## config.mk

```make
export PLATFORM = sky130hd
export DESIGN_NAME = midi_arpeggiator_sequencer_top
export DESIGN_NICKNAME = d
export VERILOG_FILES = /design/src/sv/arp_pkg.sv /design/src/sv/arp_fifo.sv /design/src/sv/arp_front.sv /design/src/sv/arp_back.sv /design/src/sv/midi_arpeggiator_sequencer_top.sv
export SDC_FILE = /design/constraint.sdc
export NUM_CORES = 2
export LEC_CHECK = 0
export BUFFER_PORTS_ARGS = -buffer_cell sky130_fd_sc_hd__buf_2
export CAP_MARGIN = 20
export CORE_ASPECT_RATIO = 2
export CORE_MARGIN = 2
export CORE_UTILIZATION = 55
export CTS_CLUSTER_DIAMETER = 80
export DETAILED_ROUTE_END_ITERATION = 10
export PLACE_DENSITY_LB_ADDON = 0.08
export REMOVE_ABC_BUFFERS = 1
export SYNTH_ARGS = -nofsm -noshare
export SYNTH_HDL_FRONTEND = slang
export SYNTH_SLANG_ARGS = --single-unit
```

## constraint.sdc

```tcl
create_clock -name aclk -period 5.5 [get_ports aclk]
set_clock_uncertainty 0.15 [all_clocks]
set_input_delay 1.65 -clock aclk [delete_from_list [all_inputs] [get_ports aclk]]
set_output_delay 1.65 -clock aclk [all_outputs]
set_load 0.005 [all_outputs]
```

## src/sv/arp_pkg.sv

```systemverilog
package arp_pkg;

    localparam int MAX_HELD_DEF    = 16;
    localparam int MAX_PATTERN_DEF = 32;
    localparam int MAX_STRUM_DEF   = 16;

    localparam int TW          = 13;
    localparam int RECIP_SHIFT = 28;

    localparam logic [7:0]  NO_NOTE     = 8'd255;
    localparam logic [7:0]  OCT_STEP    = 8'd12;
    localparam logic [15:0] LFSR_SEED   = 16'hACE1;
    localparam logic [15:0] LFSR_TAPS   = 16'hB400;
    localparam logic [20:0] SWING_RECIP = 21'd1056833;
    localparam logic [21:0] GATE_RECIP  = 22'd2113666;

    localparam logic [2:0] OP_TICK         = 3'd0;
    localparam logic [2:0] OP_NOTE_ON      = 3'd1;
    localparam logic [2:0] OP_NOTE_OFF     = 3'd2;
    localparam logic [2:0] OP_CLEAR_HOLD   = 3'd3;
    localparam logic [2:0] OP_CAPTURE_HOLD = 3'd4;

    localparam logic [1:0] EV_NOTE_ON  = 2'd0;
    localparam logic [1:0] EV_NOTE_OFF = 2'd1;
    localparam logic [1:0] EV_ALL_OFF  = 2'd2;

    localparam logic [2:0] REG_ENABLED   = 3'd0;
    localparam logic [2:0] REG_HOLD      = 3'd1;
    localparam logic [2:0] REG_STRUM     = 3'd2;
    localparam logic [2:0] REG_PATTERN   = 3'd3;
    localparam logic [2:0] REG_OCTAVES   = 3'd4;
    localparam logic [2:0] REG_GATE      = 3'd5;
    localparam logic [2:0] REG_SWING     = 3'd6;
    localparam logic [2:0] REG_STEP_BASE = 3'd7;

    localparam logic [1:0] MODE_UP   = 2'd0;
    localparam logic [1:0] MODE_DOWN = 2'd1;
    localparam logic [1:0] MODE_PING = 2'd2;

    typedef enum logic [2:0] {
        CMD_TICK, CMD_ON, CMD_OFF, CMD_CLR, CMD_CAP, CMD_NOP
    } cmd_kind_t;

    typedef struct packed {
        cmd_kind_t  kind;
        logic [6:0] note;
        logic [6:0] vel;
    } cmd_t;

    typedef struct packed {
        logic       last;
        logic [6:0] vel;
        logic [7:0] note;
        logic [1:0] kind;
    } evt_t;

endpackage

```

## src/sv/arp_fifo.sv

```systemverilog
module arp_fifo #(
    parameter int WIDTH = 8
) (
    input  logic             aclk,
    input  logic             aresetn,
    input  logic             push,
    input  logic [WIDTH-1:0] wdata,
    output logic             full,
    input  logic             pop,
    output logic [WIDTH-1:0] rdata,
    output logic             nonempty
);

    logic [WIDTH-1:0] mem_reg [2];
    logic             wptr_reg;
    logic             rptr_reg;
    logic [1:0]       cnt_reg;

    always_ff @(posedge aclk) begin
        if (!aresetn) begin
            wptr_reg <= 1'b0;
            rptr_reg <= 1'b0;
            cnt_reg  <= 2'd0;
        end else begin
            if (push) begin
                wptr_reg <= ~wptr_reg;
            end
            if (pop) begin
                rptr_reg <= ~rptr_reg;
            end
            cnt_reg <= cnt_reg + 2'(push) - 2'(pop);
        end
    end

    always_ff @(posedge aclk) begin
        if (push) begin
            mem_reg[wptr_reg] <= wdata;
        end
    end

    assign full     = cnt_reg == 2'd2;
    assign nonempty = cnt_reg != 2'd0;
    assign rdata    = mem_reg[rptr_reg];

endmodule

```

## src/sv/arp_front.sv

```systemverilog
module arp_front import arp_pkg::*; (
    input  logic        aclk,
    input  logic        aresetn,
    input  logic        s_tvalid,
    output logic        s_tready,
    input  logic [15:0] s_tdata,
    input  logic [2:0]  s_tuser,
    output logic        cmd_valid,
    input  logic        cmd_pop,
    output cmd_t        cmd
);

    cmd_t       in_cmd;
    logic       full;
    logic [$bits(cmd_t)-1:0] rdata;

    always_comb begin
        in_cmd.note = s_tdata[6:0];
        in_cmd.vel  = s_tdata[13:7];
        case (s_tuser)
            OP_TICK:         in_cmd.kind = CMD_TICK;
            OP_NOTE_ON:      in_cmd.kind = CMD_ON;
            OP_NOTE_OFF:     in_cmd.kind = CMD_OFF;
            OP_CLEAR_HOLD:   in_cmd.kind = CMD_CLR;
            OP_CAPTURE_HOLD: in_cmd.kind = CMD_CAP;
            default:         in_cmd.kind = CMD_NOP;
        endcase
    end

    assign s_tready = !full;

    arp_fifo #(.WIDTH($bits(cmd_t))) u_cmd_q (
        .aclk     (aclk),
        .aresetn  (aresetn),
        .push     (s_tvalid && !full),
        .wdata    (in_cmd),
        .full     (full),
        .pop      (cmd_pop),
        .rdata    (rdata),
        .nonempty (cmd_valid)
    );

    assign cmd = cmd_t'(rdata);

endmodule

```

## src/sv/arp_back.sv

```systemverilog
module arp_back import arp_pkg::*; #(
    parameter int MAX_HELD    = MAX_HELD_DEF,
    parameter int MAX_PATTERN = MAX_PATTERN_DEF,
    parameter int MAX_STRUM   = MAX_STRUM_DEF
) (
    input  logic        aclk,
    input  logic        aresetn,
    input  logic        cfg_valid,
    output logic        cfg_ready,
    input  logic [2:0]  cfg_index,
    input  logic [11:0] cfg_data,
    input  logic        cmd_valid,
    output logic        cmd_pop,
    input  cmd_t        cmd,
    output logic        evt_push,
    output evt_t        evt,
    input  logic        evt_full
);

    localparam int HCW = $clog2(MAX_HELD + 1);
    localparam int HIW = (MAX_HELD > 1) ? $clog2(MAX_HELD) : 1;
    localparam int SCW = $clog2(MAX_STRUM + 1);
    localparam int SIW = (MAX_STRUM > 1) ? $clog2(MAX_STRUM) : 1;
    localparam int LW  = $clog2(MAX_PATTERN + 1);
    localparam int PW  = $clog2(MAX_PATTERN);
    localparam int IXW = (HCW > SCW) ? HCW : SCW;

    typedef enum logic [26:0] {
        S_IDLE      = 27'd1 << 0,
        S_TK0       = 27'd1 << 1,
        S_TK1       = 27'd1 << 2,
        S_TK2       = 27'd1 << 3,
        S_TK3       = 27'd1 << 4,
        S_ON0       = 27'd1 << 5,
        S_ON_SRCH   = 27'd1 << 6,
        S_ON_LATCH  = 27'd1 << 7,
        S_COPY      = 27'd1 << 8,
        S_ON_EN     = 27'd1 << 9,
        S_ON_PLAY   = 27'd1 << 10,
        S_ON_PLAY2  = 27'd1 << 11,
        S_OFF_SRCH  = 27'd1 << 12,
        S_OFF_SHIFT = 27'd1 << 13,
        S_OFF_POST  = 27'd1 << 14,
        S_OFF_STRUM = 27'd1 << 15,
        S_OFF_ALL   = 27'd1 << 16,
        S_BUILD     = 27'd1 << 17,
        S_LEN_MUL   = 27'd1 << 18,
        S_LEN_DIV   = 27'd1 << 19,
        S_LEN_FIN   = 27'd1 << 20,
        S_G_MUL     = 27'd1 << 21,
        S_G_DIV     = 27'd1 << 22,
        S_G_FIN     = 27'd1 << 23,
        S_NXT       = 27'd1 << 24,
        S_MOD       = 27'd1 << 25,
        S_FIN       = 27'd1 << 26
    } state_t;

    logic        en_reg, hold_reg, strum_reg;
    logic [1:0]  mode_reg;
    logic [2:0]  span_reg;
    logic [6:0]  gate_reg, swing_reg;
    logic [11:0] base_reg;

    logic [6:0] held_key_reg [MAX_HELD];
    logic [6:0] held_vel_reg [MAX_HELD];
    logic [6:0] lat_key_reg  [MAX_HELD];
    logic [6:0] lat_vel_reg  [MAX_HELD];
    logic [7:0] pat_note_reg [MAX_PATTERN];
    logic [6:0] pat_vel_reg  [MAX_PATTERN];
    logic [6:0] strum_key_reg[MAX_STRUM];

    state_t     state_reg, state_next, ret_reg, ret_next;
    cmd_t       cmd_reg, cmd_next;
    logic [IXW-1:0] idx_reg, idx_next;
    logic [HIW-1:0] bi_reg, bi_next;
    logic [2:0]     boct_reg, boct_next;
    logic [7:0]     boff_reg, boff_next;
    logic [HCW-1:0] hcnt_reg, hcnt_next, lcnt_reg, lcnt_next;
    logic [SCW-1:0] scnt_reg, scnt_next;
    logic [LW-1:0]  plen_reg, plen_next;
    logic [PW-1:0]  pos_reg, pos_next;
    logic           down_reg, down_next;
    logic [TW-1:0]  ticks_reg, ticks_next, gr_reg, gr_next, len_reg, len_next;
    logic [TW-1:0]  quo_reg, quo_next;
    logic [19:0]    prod_reg, prod_next;
    logic [7:0]     sn_reg, sn_next;
    logic [15:0]    lfsr_reg, lfsr_next, divd_reg, divd_next;
    logic           floor_reg, floor_next;
    logic [3:0]     modcnt_reg, modcnt_next;
    logic [LW-1:0]  rem_reg, rem_next;
    evt_t           pend_reg, pend_next;
    logic           pend_vld_reg, pend_vld_next;

    logic           go;
    logic           emit_req;
    evt_t           emit_evt;
    logic           h_we, l_we, p_we, s_we;
    logic [HIW-1:0] h_waddr, h_raddr, l_waddr;
    logic [6:0]     h_wkey, h_wvel, h_rkey, h_rvel, s_rkey;
    logic [PW-1:0]  p_waddr;
    logic [7:0]     p_wnote, p_rnote;
    logic [6:0]     p_wvel, p_rvel;
    logic [SIW-1:0] s_waddr;
    logic [HCW-1:0] act_cnt;
    logic [41:0]    wide;
    logic [11:0]    amt;
    logic [TW-1:0]  g;
    logic [LW:0]    r2;
    logic [LW-1:0]  p1;
    logic [15:0]    lf;

    assign go        = !pend_vld_reg || !evt_full;
    assign cfg_ready = 1'b1;
    assign act_cnt   = hold_reg ? lcnt_reg : hcnt_reg;
    assign cmd_pop   = go && (state_reg == S_IDLE) && cmd_valid;

    always_comb begin
        case (state_reg)
            S_OFF_SHIFT: h_raddr = HIW'(idx_reg + IXW'(1));
            S_BUILD:     h_raddr = bi_reg;
            default:     h_raddr = HIW'(idx_reg);
        endcase
    end

    assign h_rkey  = held_key_reg[h_raddr];
    assign h_rvel  = held_vel_reg[h_raddr];
    assign p_rnote = pat_note_reg[pos_reg];
    assign p_rvel  = pat_vel_reg[pos_reg];
    assign s_rkey  = strum_key_reg[SIW'(idx_reg)];

    always_comb begin
        state_next = state_reg;  ret_next = ret_reg;  cmd_next = cmd_reg;
        idx_next = idx_reg;  bi_next = bi_reg;  boct_next = boct_reg;  boff_next = boff_reg;
        hcnt_next = hcnt_reg;  lcnt_next = lcnt_reg;  scnt_next = scnt_reg;
        plen_next = plen_reg;  pos_next = pos_reg;  down_next = down_reg;
        ticks_next = ticks_reg;  gr_next = gr_reg;  len_next = len_reg;
        quo_next = quo_reg;  prod_next = prod_reg;  sn_next = sn_reg;
        lfsr_next = lfsr_reg;  divd_next = divd_reg;  floor_next = floor_reg;
        modcnt_next = modcnt_reg;  rem_next = rem_reg;
        pend_next = pend_reg;  pend_vld_next = pend_vld_reg;
        emit_req = 1'b0;  emit_evt = '0;
        h_we = 1'b0;  h_waddr = HIW'(idx_reg);  h_wkey = cmd_reg.note;  h_wvel = cmd_reg.vel;
        l_we = 1'b0;  l_waddr = HIW'(idx_reg);
        p_we = 1'b0;  p_waddr = PW'(plen_reg);  p_wnote = '0;  p_wvel = '0;
        s_we = 1'b0;  s_waddr = SIW'(scnt_reg);
        wide = '0;  amt = '0;  g = '0;  r2 = '0;  p1 = '0;  lf = '0;

        case (state_reg)
            S_IDLE: begin
                if (cmd_valid) begin
                    cmd_next = cmd;
                    idx_next = '0;
                    case (cmd.kind)
                        CMD_TICK: state_next = S_TK0;
                        CMD_ON:   state_next = S_ON0;
                        CMD_OFF:  state_next = S_OFF_SRCH;
                        CMD_CLR: begin
                            lcnt_next  = '0;
                            state_next = S_FIN;
                        end
                        CMD_CAP: begin
                            if (hcnt_reg != '0) begin
                                lcnt_next  = hcnt_reg;
                                ret_next   = S_FIN;
                                state_next = S_COPY;
                            end else begin
                                state_next = S_FIN;
                            end
                        end
                        default: state_next = S_FIN;
                    endcase
                end
            end
            S_TK0: begin
                if (!en_reg || act_cnt == '0) begin
                    state_next = S_FIN;
                end else if (plen_reg == '0) begin
                    bi_next = '0;  boct_next = '0;  boff_next = '0;
                    ret_next   = S_TK1;
                    state_next = S_BUILD;
                end else begin
                    state_next = S_TK1;
                end
            end
            S_TK1: begin
                if (plen_reg == '0) begin
                    state_next = S_FIN;
                end else begin
                    if (gr_reg != '0) begin
                        gr_next = gr_reg - TW'(1);
                        if (gr_reg == TW'(1) && sn_reg != NO_NOTE) begin
                            emit_req = 1'b1;
                            emit_evt.kind = EV_NOTE_OFF;
                            emit_evt.note = sn_reg;
                            sn_next = NO_NOTE;
                        end
                    end
                    ticks_next = ticks_reg + TW'(1);
                    ret_next   = S_TK2;
                    state_next = S_LEN_MUL;
                end
            end
            S_TK2: begin
                if (ticks_reg >= len_reg) begin
                    ticks_next = '0;
                    if (sn_reg != NO_NOTE) begin
                        emit_req = 1'b1;
                        emit_evt.kind = EV_NOTE_OFF;
                        emit_evt.note = sn_reg;
                        sn_next = NO_NOTE;
                    end
                    state_next = S_TK3;
                end else begin
                    state_next = S_FIN;
                end
            end
            S_TK3: begin
                if (LW'(pos_reg) < plen_reg) begin
                    emit_req = 1'b1;
                    emit_evt.kind = EV_NOTE_ON;
                    emit_evt.note = p_rnote;
                    emit_evt.vel  = p_rvel;
                    sn_next    = p_rnote;
                    floor_next = 1'b1;
                    state_next = S_G_MUL;
                end else begin
                    state_next = S_NXT;
                end
            end
            S_ON0: begin
                if (hold_reg && hcnt_reg == '0) begin
                    lcnt_next = '0;
                end
                state_next = (hcnt_reg < HCW'(MAX_HELD)) ? S_ON_SRCH : S_ON_LATCH;
            end
            S_ON_SRCH: begin
                if (idx_reg == IXW'(hcnt_reg)) begin
                    h_we = 1'b1;
                    h_waddr = HIW'(hcnt_reg);
                    hcnt_next  = hcnt_reg + HCW'(1);
                    state_next = S_ON_LATCH;
                end else if (h_rkey == cmd_reg.note) begin
                    h_we = 1'b1;
                    state_next = S_ON_LATCH;
                end else begin
                    idx_next = idx_reg + IXW'(1);
                end
            end
            S_ON_LATCH: begin
                if (hold_reg) begin
                    idx_next   = '0;
                    lcnt_next  = hcnt_reg;
                    ret_next   = S_ON_EN;
                    state_next = S_COPY;
                end else begin
                    state_next = S_ON_EN;
                end
            end
            S_COPY: begin
                if (idx_reg < IXW'(hcnt_reg)) begin
                    l_we = 1'b1;
                    idx_next = idx_reg + IXW'(1);
                end else begin
                    state_next = ret_reg;
                end
            end
            S_ON_EN: begin
                if (!en_reg) begin
                    state_next = S_FIN;
                end else begin
                    if (strum_reg) begin
                        emit_req = 1'b1;
                        emit_evt.kind = EV_NOTE_ON;
                        emit_evt.note = {1'b0, cmd_reg.note};
                        emit_evt.vel  = cmd_reg.vel;
                        if (scnt_reg < SCW'(MAX_STRUM)) begin
                            s_we = 1'b1;
                            scnt_next = scnt_reg + SCW'(1);
                        end
                    end
                    plen_next = '0;  bi_next = '0;  boct_next = '0;  boff_next = '0;
                    ret_next   = S_ON_PLAY;
                    state_next = S_BUILD;
                end
            end
            S_ON_PLAY: begin
                if (plen_reg != '0) begin
                    pos_next   = '0;
                    ticks_next = '0;
                    state_next = S_ON_PLAY2;
                end else begin
                    state_next = S_FIN;
                end
            end
            S_ON_PLAY2: begin
                emit_req = 1'b1;
                emit_evt.kind = EV_NOTE_ON;
                emit_evt.note = p_rnote;
                emit_evt.vel  = p_rvel;
                sn_next    = p_rnote;
                floor_next = 1'b0;
                ret_next   = S_G_MUL;
                state_next = S_LEN_MUL;
            end
            S_OFF_SRCH: begin
                if (idx_reg >= IXW'(hcnt_reg)) begin
                    state_next = S_OFF_POST;
                end else if (h_rkey == cmd_reg.note) begin
                    state_next = S_OFF_SHIFT;
                end else begin
                    idx_next = idx_reg + IXW'(1);
                end
            end
            S_OFF_SHIFT: begin
                if (idx_reg + IXW'(1) < IXW'(hcnt_reg)) begin
                    h_we = 1'b1;
                    h_wkey = h_rkey;
                    h_wvel = h_rvel;
                    idx_next = idx_reg + IXW'(1);
                end else begin
                    hcnt_next  = hcnt_reg - HCW'(1);
                    state_next = S_OFF_POST;
                end
            end
            S_OFF_POST: begin
                idx_next = '0;
                if (hold_reg || !en_reg) begin
                    state_next = S_FIN;
                end else if (hcnt_reg == '0) begin
                    state_next = S_OFF_STRUM;
                end else begin
                    plen_next = '0;  bi_next = '0;  boct_next = '0;  boff_next = '0;
                    ret_next   = S_FIN;
                    state_next = S_BUILD;
                end
            end
            S_OFF_STRUM: begin
                if (idx_reg < IXW'(scnt_reg)) begin
                    emit_req = 1'b1;
                    emit_evt.kind = EV_NOTE_OFF;
                    emit_evt.note = {1'b0, s_rkey};
                    idx_next = idx_reg + IXW'(1);
                end else begin
                    scnt_next  = '0;
                    state_next = S_OFF_ALL;
                end
            end
            S_OFF_ALL: begin
                emit_req = 1'b1;
                emit_evt.kind = EV_ALL_OFF;
                sn_next    = NO_NOTE;
                gr_next    = '0;
                state_next = S_FIN;
            end
            S_BUILD: begin
                if (boct_reg >= span_reg || act_cnt == '0
                        || plen_reg == LW'(MAX_PATTERN)) begin
                    state_next = ret_reg;
                end else begin
                    p_we = 1'b1;
                    p_wnote = (hold_reg ? {1'b0, lat_key_reg[bi_reg]} : {1'b0, h_rkey})
                              + boff_reg;
                    p_wvel  = hold_reg ? lat_vel_reg[bi_reg] : h_rvel;
                    plen_next = plen_reg + LW'(1);
                    if (HCW'(bi_reg) == act_cnt - HCW'(1)) begin
                        bi_next   = '0;
                        boct_next = boct_reg + 3'd1;
                        boff_next = boff_reg + OCT_STEP;
                    end else begin
                        bi_next = bi_reg + HIW'(1);
                    end
                end
            end
            S_LEN_MUL: begin
                prod_next  = 20'(base_reg) * 20'(swing_reg);
                state_next = S_LEN_DIV;
            end
            S_LEN_DIV: begin
                wide       = 42'(prod_reg) * 42'(SWING_RECIP);
                quo_next   = TW'(wide >> RECIP_SHIFT);
                state_next = S_LEN_FIN;
            end
            S_LEN_FIN: begin
                if (swing_reg == '0 || base_reg < 12'd2) begin
                    len_next = TW'(base_reg);
                end else begin
                    amt = (quo_reg >= TW'(base_reg)) ? base_reg - 12'd1 : quo_reg[11:0];
                    len_next = pos_reg[0] ? TW'(base_reg) + TW'(amt) : TW'(base_reg - amt);
                end
                state_next = ret_reg;
            end
            S_G_MUL: begin
                prod_next  = 20'(len_reg) * 20'(gate_reg);
                state_next = S_G_DIV;
            end
            S_G_DIV: begin
                wide       = 42'(prod_reg) * 42'(GATE_RECIP);
                quo_next   = TW'(wide >> RECIP_SHIFT);
                state_next = S_G_FIN;
            end
            S_G_FIN: begin
                g = quo_reg;
                if (g >= len_reg && len_reg != '0) begin
                    g = len_reg - TW'(1);
                end
                if (floor_reg && g == '0 && gate_reg != '0) begin
                    g = TW'(1);
                end
                gr_next    = g;
                state_next = S_NXT;
            end
            S_NXT: begin
                rem_next    = '0;
                modcnt_next = '0;
                state_next  = S_MOD;
                case (mode_reg)
                    MODE_UP:   divd_next = 16'(pos_reg) + 16'd1;
                    MODE_DOWN: divd_next = 16'(pos_reg) + 16'(plen_reg) - 16'd1;
                    MODE_PING: begin
                        state_next = S_FIN;
                        if (plen_reg == LW'(1)) begin
                            pos_next = '0;
                        end else if (!down_reg) begin
                            p1 = LW'(pos_reg) + LW'(1);
                            if (p1 >= plen_reg) begin
                                pos_next  = PW'(plen_reg - LW'(2));
                                down_next = 1'b1;
                            end else begin
                                pos_next = PW'(p1);
                            end
                        end else if (pos_reg == '0) begin
                            pos_next  = PW'(1);
                            down_next = 1'b0;
                        end else begin
                            p1 = LW'(pos_reg) - LW'(1);
                            if (p1 >= plen_reg) begin
                                pos_next = PW'(plen_reg - LW'(2));
                            end else begin
                                pos_next = PW'(p1);
                            end
                        end
                    end
                    default: begin
                        lf = lfsr_reg >> 1;
                        if (lfsr_reg[0]) begin
                            lf = lf ^ LFSR_TAPS;
                        end
                        lfsr_next = lf;
                        divd_next = lf;
                    end
                endcase
            end
            S_MOD: begin
                r2 = {rem_reg, divd_reg[15]};
                if (r2 >= (LW+1)'(plen_reg)) begin
                    r2 = r2 - (LW+1)'(plen_reg);
                end
                rem_next    = LW'(r2);
                divd_next   = divd_reg << 1;
                modcnt_next = modcnt_reg + 4'd1;
                if (modcnt_reg == 4'd15) begin
                    pos_next   = PW'(r2);
                    state_next = S_FIN;
                end
            end
            S_FIN: begin
                pend_vld_next = 1'b0;
                state_next    = S_IDLE;
            end
            default: state_next = S_IDLE;
        endcase

        if (emit_req) begin
            pend_next     = emit_evt;
            pend_vld_next = 1'b1;
        end
    end

    assign evt_push = go && pend_vld_reg && (emit_req || state_reg == S_FIN);
    always_comb begin
        evt      = pend_reg;
        evt.last = state_reg == S_FIN;
    end

    always_ff @(posedge aclk) begin
        if (!aresetn) begin
            en_reg    <= 1'b0;
            hold_reg  <= 1'b0;
            strum_reg <= 1'b0;
            mode_reg  <= 2'd0;
            span_reg  <= 3'd1;
            gate_reg  <= 7'd64;
            swing_reg <= 7'd0;
            base_reg  <= 12'd6;
        end else if (cfg_valid) begin
            case (cfg_index)
                REG_ENABLED:   en_reg    <= cfg_data[0];
                REG_HOLD:      hold_reg  <= cfg_data[0];
                REG_STRUM:     strum_reg <= cfg_data[0];
                REG_PATTERN:   mode_reg  <= cfg_data[1:0];
                REG_OCTAVES:   span_reg  <= cfg_data[2:0];
                REG_GATE:      gate_reg  <= cfg_data[6:0];
                REG_SWING:     swing_reg <= cfg_data[6:0];
                REG_STEP_BASE: base_reg  <= cfg_data;
                default: ;
            endcase
        end
    end

    always_ff @(posedge aclk) begin
        if (!aresetn) begin
            state_reg    <= S_IDLE;
            ret_reg      <= S_FIN;
            hcnt_reg     <= '0;
            lcnt_reg     <= '0;
            scnt_reg     <= '0;
            plen_reg     <= '0;
            pos_reg      <= '0;
            down_reg     <= 1'b0;
            ticks_reg    <= '0;
            gr_reg       <= '0;
            sn_reg       <= NO_NOTE;
            lfsr_reg     <= LFSR_SEED;
            pend_vld_reg <= 1'b0;
        end else if (go) begin
            state_reg    <= state_next;
            ret_reg      <= ret_next;
            hcnt_reg     <= hcnt_next;
            lcnt_reg     <= lcnt_next;
            scnt_reg     <= scnt_next;
            plen_reg     <= plen_next;
            pos_reg      <= pos_next;
            down_reg     <= down_next;
            ticks_reg    <= ticks_next;
            gr_reg       <= gr_next;
            sn_reg       <= sn_next;
            lfsr_reg     <= lfsr_next;
            pend_vld_reg <= pend_vld_next;
        end
    end

    always_ff @(posedge aclk) begin
        if (go) begin
            cmd_reg    <= cmd_next;
            idx_reg    <= idx_next;
            bi_reg     <= bi_next;
            boct_reg   <= boct_next;
            boff_reg   <= boff_next;
            len_reg    <= len_next;
            quo_reg    <= quo_next;
            prod_reg   <= prod_next;
            divd_reg   <= divd_next;
            floor_reg  <= floor_next;
            modcnt_reg <= modcnt_next;
            rem_reg    <= rem_next;
            pend_reg   <= pend_next;
            if (h_we) begin
                held_key_reg[h_waddr] <= h_wkey;
                held_vel_reg[h_waddr] <= h_wvel;
            end
            if (l_we) begin
                lat_key_reg[l_waddr] <= h_rkey;
                lat_vel_reg[l_waddr] <= h_rvel;
            end
            if (p_we) begin
                pat_note_reg[p_waddr] <= p_wnote;
                pat_vel_reg[p_waddr]  <= p_wvel;
            end
            if (s_we) begin
                strum_key_reg[s_waddr] <= cmd_reg.note;
            end
        end
    end

endmodule

```

## src/sv/midi_arpeggiator_sequencer_top.sv

```systemverilog
// Channel   Direction  Ports                                   Contents
// s_        in         s_tvalid s_tready s_tdata s_tuser      one command item
// m_        out        m_tvalid m_tready m_tdata m_tuser m_tlast  one event item
// cfg_      in         cfg_valid cfg_ready cfg_index cfg_data register write
//
// An item is handled by the single sequencer of arp_back, which stalls whenever an event
// is pending and the output queue is full.
// The held list search, the latch copy and the pattern rebuild run one entry per cycle
// when not stalled; the random or wrapping step position comes from a remainder loop.
// Reset is synchronous and active low and leaves every list empty.
// A two-item queue on each side lets input and output stall on their own.
module midi_arpeggiator_sequencer_top import arp_pkg::*; #(
    parameter int MAX_HELD    = MAX_HELD_DEF,
    parameter int MAX_PATTERN = MAX_PATTERN_DEF,
    parameter int MAX_STRUM   = MAX_STRUM_DEF
) (
    input  logic        aclk,
    input  logic        aresetn,
    input  logic        s_tvalid,
    output logic        s_tready,
    input  logic [15:0] s_tdata,   // note_number, note_velocity
    input  logic [2:0]  s_tuser,   // operation
    output logic        m_tvalid,
    input  logic        m_tready,
    output logic [15:0] m_tdata,   // event_note, event_velocity
    output logic [1:0]  m_tuser,   // event_kind
    output logic        m_tlast,
    input  logic        cfg_valid,
    output logic        cfg_ready,
    input  logic [2:0]  cfg_index,
    input  logic [11:0] cfg_data
);

    cmd_t cmd;
    logic cmd_valid, cmd_pop;
    evt_t evt, out_evt;
    logic evt_push, evt_full;
    logic [$bits(evt_t)-1:0] out_raw;

    arp_front u_front (
        .aclk      (aclk),
        .aresetn   (aresetn),
        .s_tvalid  (s_tvalid),
        .s_tready  (s_tready),
        .s_tdata   (s_tdata),
        .s_tuser   (s_tuser),
        .cmd_valid (cmd_valid),
        .cmd_pop   (cmd_pop),
        .cmd       (cmd)
    );

    arp_back #(
        .MAX_HELD    (MAX_HELD),
        .MAX_PATTERN (MAX_PATTERN),
        .MAX_STRUM   (MAX_STRUM)
    ) u_back (
        .aclk      (aclk),
        .aresetn   (aresetn),
        .cfg_valid (cfg_valid),
        .cfg_ready (cfg_ready),
        .cfg_index (cfg_index),
        .cfg_data  (cfg_data),
        .cmd_valid (cmd_valid),
        .cmd_pop   (cmd_pop),
        .cmd       (cmd),
        .evt_push  (evt_push),
        .evt       (evt),
        .evt_full  (evt_full)
    );

    arp_fifo #(.WIDTH($bits(evt_t))) u_evt_q (
        .aclk     (aclk),
        .aresetn  (aresetn),
        .push     (evt_push),
        .wdata    (evt),
        .full     (evt_full),
        .pop      (m_tvalid && m_tready),
        .rdata    (out_raw),
        .nonempty (m_tvalid)
    );

    assign out_evt = evt_t'(out_raw);
    assign m_tdata = {1'b0, out_evt.vel, out_evt.note};
    assign m_tuser = out_evt.kind;
    assign m_tlast = out_evt.last;

endmodule

```

==> metrics.md <==
| Metric | Value |
|---|---|
| Result of the run | `completed` |
| Port bufs | `56` |
| Clock Sink Count | `1,400` |
| Largest family of logic cells by synthesized area | `multiplexers` |
| Initial antenna violation count | `2` |
| Largest cells by area after synthesis | `sky130_fd_sc_hd__edfxtp_1 (53%), sky130_fd_sc_hd__mux4_2 (8.3%), sky130_fd_sc_hd__ha_1 (5.8%), sky130_fd_sc_hd__dfxtp_1 (4.8%), sky130_fd_sc_hd__fa_1 (3.5%)` |
| Final count of pins violating max slew | `0` |
| Total die area | `129,000 sq um` |
| Setup crit end kind | `flip-flop` |
| Std cell rows | `184` |
| Number of buffers inserted by hold repair at cts | `0` |
| Via count of the routed design | `45,200` |
| Layout overhead on the synthesized area | `14.3%` |
| Shortest period the worst path allows | `5.44 ns` |
| Leading cell types by count after synthesis | `sky130_fd_sc_hd__edfxtp_1 (1,232), sky130_fd_sc_hd__nand2_1 (503), sky130_fd_sc_hd__nor2_1 (365)` |
| Y dimension of the die | `506 um` |
| Remaining global-route overflow | `0` |
| Count of endpoints failing setup in the final report | `0` |
| Startpoint of the worst setup timing path | `u_back.base_reg[3]$_SDFFE_PN0P_` |
| Fraction of final layout cells with drive strength greater than 1 | `20.4%` |
| Post-CTS clock slew at the launch and capture registers of the worst setup and hold paths | `0.07 ns` |
| Most used flip-flop cell after synthesis | `sky130_fd_sc_hd__edfxtp_1` |
| Final net count | `6,072` |
| Async S/R FF share, synth | `0%` |
| Worst-case setup margin in the final layout | `0.0647 ns` |
| Starting utilization of the core area | `55.3%` |
| Worst ir drop on vdd | `0.301 mV` |
| Flip-flop count of the largest register after layout | `256` |
| Number of nets with antenna violations after routing | `0` |
| Number of buffers inserted during clock tree synthesis | `117` |
| Dominant delay contributor by cell family on the critical path | `adder cells` |
| Worst hold start | `u_back.evt[9]$_SDFFCE_PN0P_` |
| Synth Area in Adders | `9.28%` |
| GPL Wtd Cong | `1.02` |
| Wire length of the first global-routing pass | `298,000 um` |
| Count of cell types in the netlist | `99` |
| Arr. time, crit path | `5.81 ns` |
| Layout fillers | `9,564` |
| RSZ-0062 raised after global routing | `true` |
| Leakage dissipation | `30.0 nW` |
| Max-capacitance violation count | `0` |
| Critical-path top delay cell | `sky130_fd_sc_hd__fa_1` |
| Clock H-tree levels | `3` |
| First-pass detailed-route iteration total | `6` |
| Setup crit start kind | `flip-flop` |
| Startpoint of the most critical register-to-register path | `u_back.base_reg[3]$_SDFFE_PN0P_` |
| Detailed Place HPWL | `147,000 um` |
| Number of endpoints with negative hold slack in the final report | `0` |
| Placed insts | `7,126` |
| Post-Place Setup Slack | `-0.258 ns` |
| Fraction of the mapped netlist area in compound gates | `6.32%` |
| Synthesized-area fraction occupied by xor and xnor cells | `1.80%` |
| Final core utilization | `63.2%` |
| Required time of the critical path | `5.87 ns` |
| Clock latency of the later-clocked register in the worst-skew pair | `0.78 ns` |
| Pwr per Cell Area | `364 nW/um^2` |
| Buffer cell driving the clock tree root | `sky130_fd_sc_hd__clkbuf_16` |
| Mean Syn Cell Area | `13.4 sq um` |
| Horizontal die dimension | `255 um` |
| Max Fanout on Critical Path | `3` |
| Area inside the core boundary | `125,000 sq um` |
| Cell chain of the critical path | `and2_1, fa_1, inv_1, fa_1, inv_1, fa_1, inv_1, fa_1, inv_1, ha_4, inv_1, o21bai_1, a21oi_2, o21bai_1, a21oi_2, o21ai_2, o41ai_2, buf_4, o21ai_2, a2111oi_2, o21ai_1, buf_4, and3_1` |
| Portion of synthesized cell area occupied by the leading cell type | `53.3%` |
| Post-synthesis cell count | `5,191` |
| Maximum number of pins on one net before global-route repair | `66` |
| Most frequent cell after synthesis | `sky130_fd_sc_hd__edfxtp_1` |
| Dominant cell type by count on the critical path | `sky130_fd_sc_hd__inv_1` |
| Global Route Usage Sum | `32.3%` |
| WL/cell | `27.8 um` |
| Critical path buffer and inverter count | `7` |
| Sequential share of the synthesized area | `58.2%` |
| Simple-gate share of the synthesized area | `10.5%` |
| Area taken by multi-input logic gates | `27,500 sq um` |
| Synth area leader | `sky130_fd_sc_hd__edfxtp_1` |
| Relative slew slack | `20.7%` |
| Hold crit path type | `reg2reg` |
| CTS tree | `done` |
| Final std cells w/o fill | `7,369` |
| Drt first-iter violations | `3,674` |
| Critical setup path kind | `reg2reg` |
| Worst Max-Slew Pin Slew | `1.17 ns` |
| Number of storage elements in the synthesis netlist | `1,400` |
| Number of global-route vias before repair | `46,200` |
| Longest individual stage delay on the worst path | `0.54 ns` |
| Cell area after synthesis | `69,400 sq um` |
| Highest achievable clock rate | `0.184 GHz` |
| Yosys warns | `0` |
| DRC violation count after routing | `0` |
| Total Wirelength | `205,000 um` |
| Number of enable flip-flop cells after synthesis | `1,232` |
| Part of the cycle the worst path needs | `98.8%` |
| Number of ports placed on the die boundary | `61` |
| Bufs on Longest Clock Path | `3` |
| Sequential Area | `40,400 sq um` |
| Share of cell area taken by muxes after synthesis | `11.0%` |
| Via/cell ratio | `6.13` |
==> layout make-up <==
class / instances / area share (%)
Clock buffer: 145 / 3.84
Timing Repair Buffer: 522 / 5.55
Multi-Input combinational cell: 3258 / 34.6
Inverter: 292 / 1.39
Antenna cell: 1 / 0.00316
Clock inverter: 77 / 1.01
Tap cell: 1674 / 2.64
Sequential cell: 1400 / 50.9
==> repair_timing <==
item                       in CTS  in global routing
buffers inserted                3                 12
resized for setup               9                 69
setup endpoints to repair      60                272
pin swaps                       5                 29
==> placed cells by master, fill, tap and decap left out, drive strengths merged, types with 93 or more instances in the layout <==
cell type  count
inv          300
nand2        503
clkbuf       145
nand3        173
ha           321
dfxtp        168
o21ai        183
fa           121
nor3         104
mux4         256
nor2         366
buf          522
and2         124
edfxtp      1232
a21oi        234
xnor2         93
mux2i        119
==> stage by stage <==
step	area [sq um]	hold slack, ns	setup TNS, ns	power [W]
finish	79300	0.294	0	0.0289
global placement	74900	0.275	-1.49	0.0203
detailed placement	74900	0.280	-6.00	0.0205
CTS	78800	0.296	-0.106	0.0288
floorplan	68400	0.271	-551.54	0.0171
global route	79300	0.304	-0.388	0.0300
==> report_power, final <==
| group | switching [W] | leakage (nW) | total, W | internal, W |
|---|---|---|---|---|
| registers | 0.000249 | 13.5 | 0.0127 | 0.0125 |
| clock network | 0.00393 | 1.84 | 0.00839 | 0.00446 |
| logic | 0.00495 | 14.6 | 0.00777 | 0.00282 |
==> kinds of logic after synthesis <==
group | after synthesis
and+or+nand+nor | 1535
DFF | 1400
AOI/OAI and AO/OA | 703
buffers and inverters | 533
adders and majority gates | 442
muxes | 433
xor gates and xnor gates | 143
other | 2
==> metal layers <==
layer	GRT usage (%)	part of all wire, %	up-vias
li1	-	-	20100
met5	0	0.0063	-
met3	5.47	5.6	723
met4	26.4	10	2
met2	57.9	53	1711
met1	32.3	32	22600
==> final timing paths <==
kind                                           to  slack (ns)  cells after the start
setup / recovery    u_back.prod_reg[18]$_DFFE_PP_        0.06                     23
hold / removal    u_evt_q.mem_reg[0][9]$_DFFE_PP_        0.29                      0
setup reg to reg    u_back.prod_reg[18]$_DFFE_PP_        0.06                     23
hold reg to reg   u_evt_q.mem_reg[0][9]$_DFFE_PP_        0.29                      0
Power figures use the tool's default switching activity.
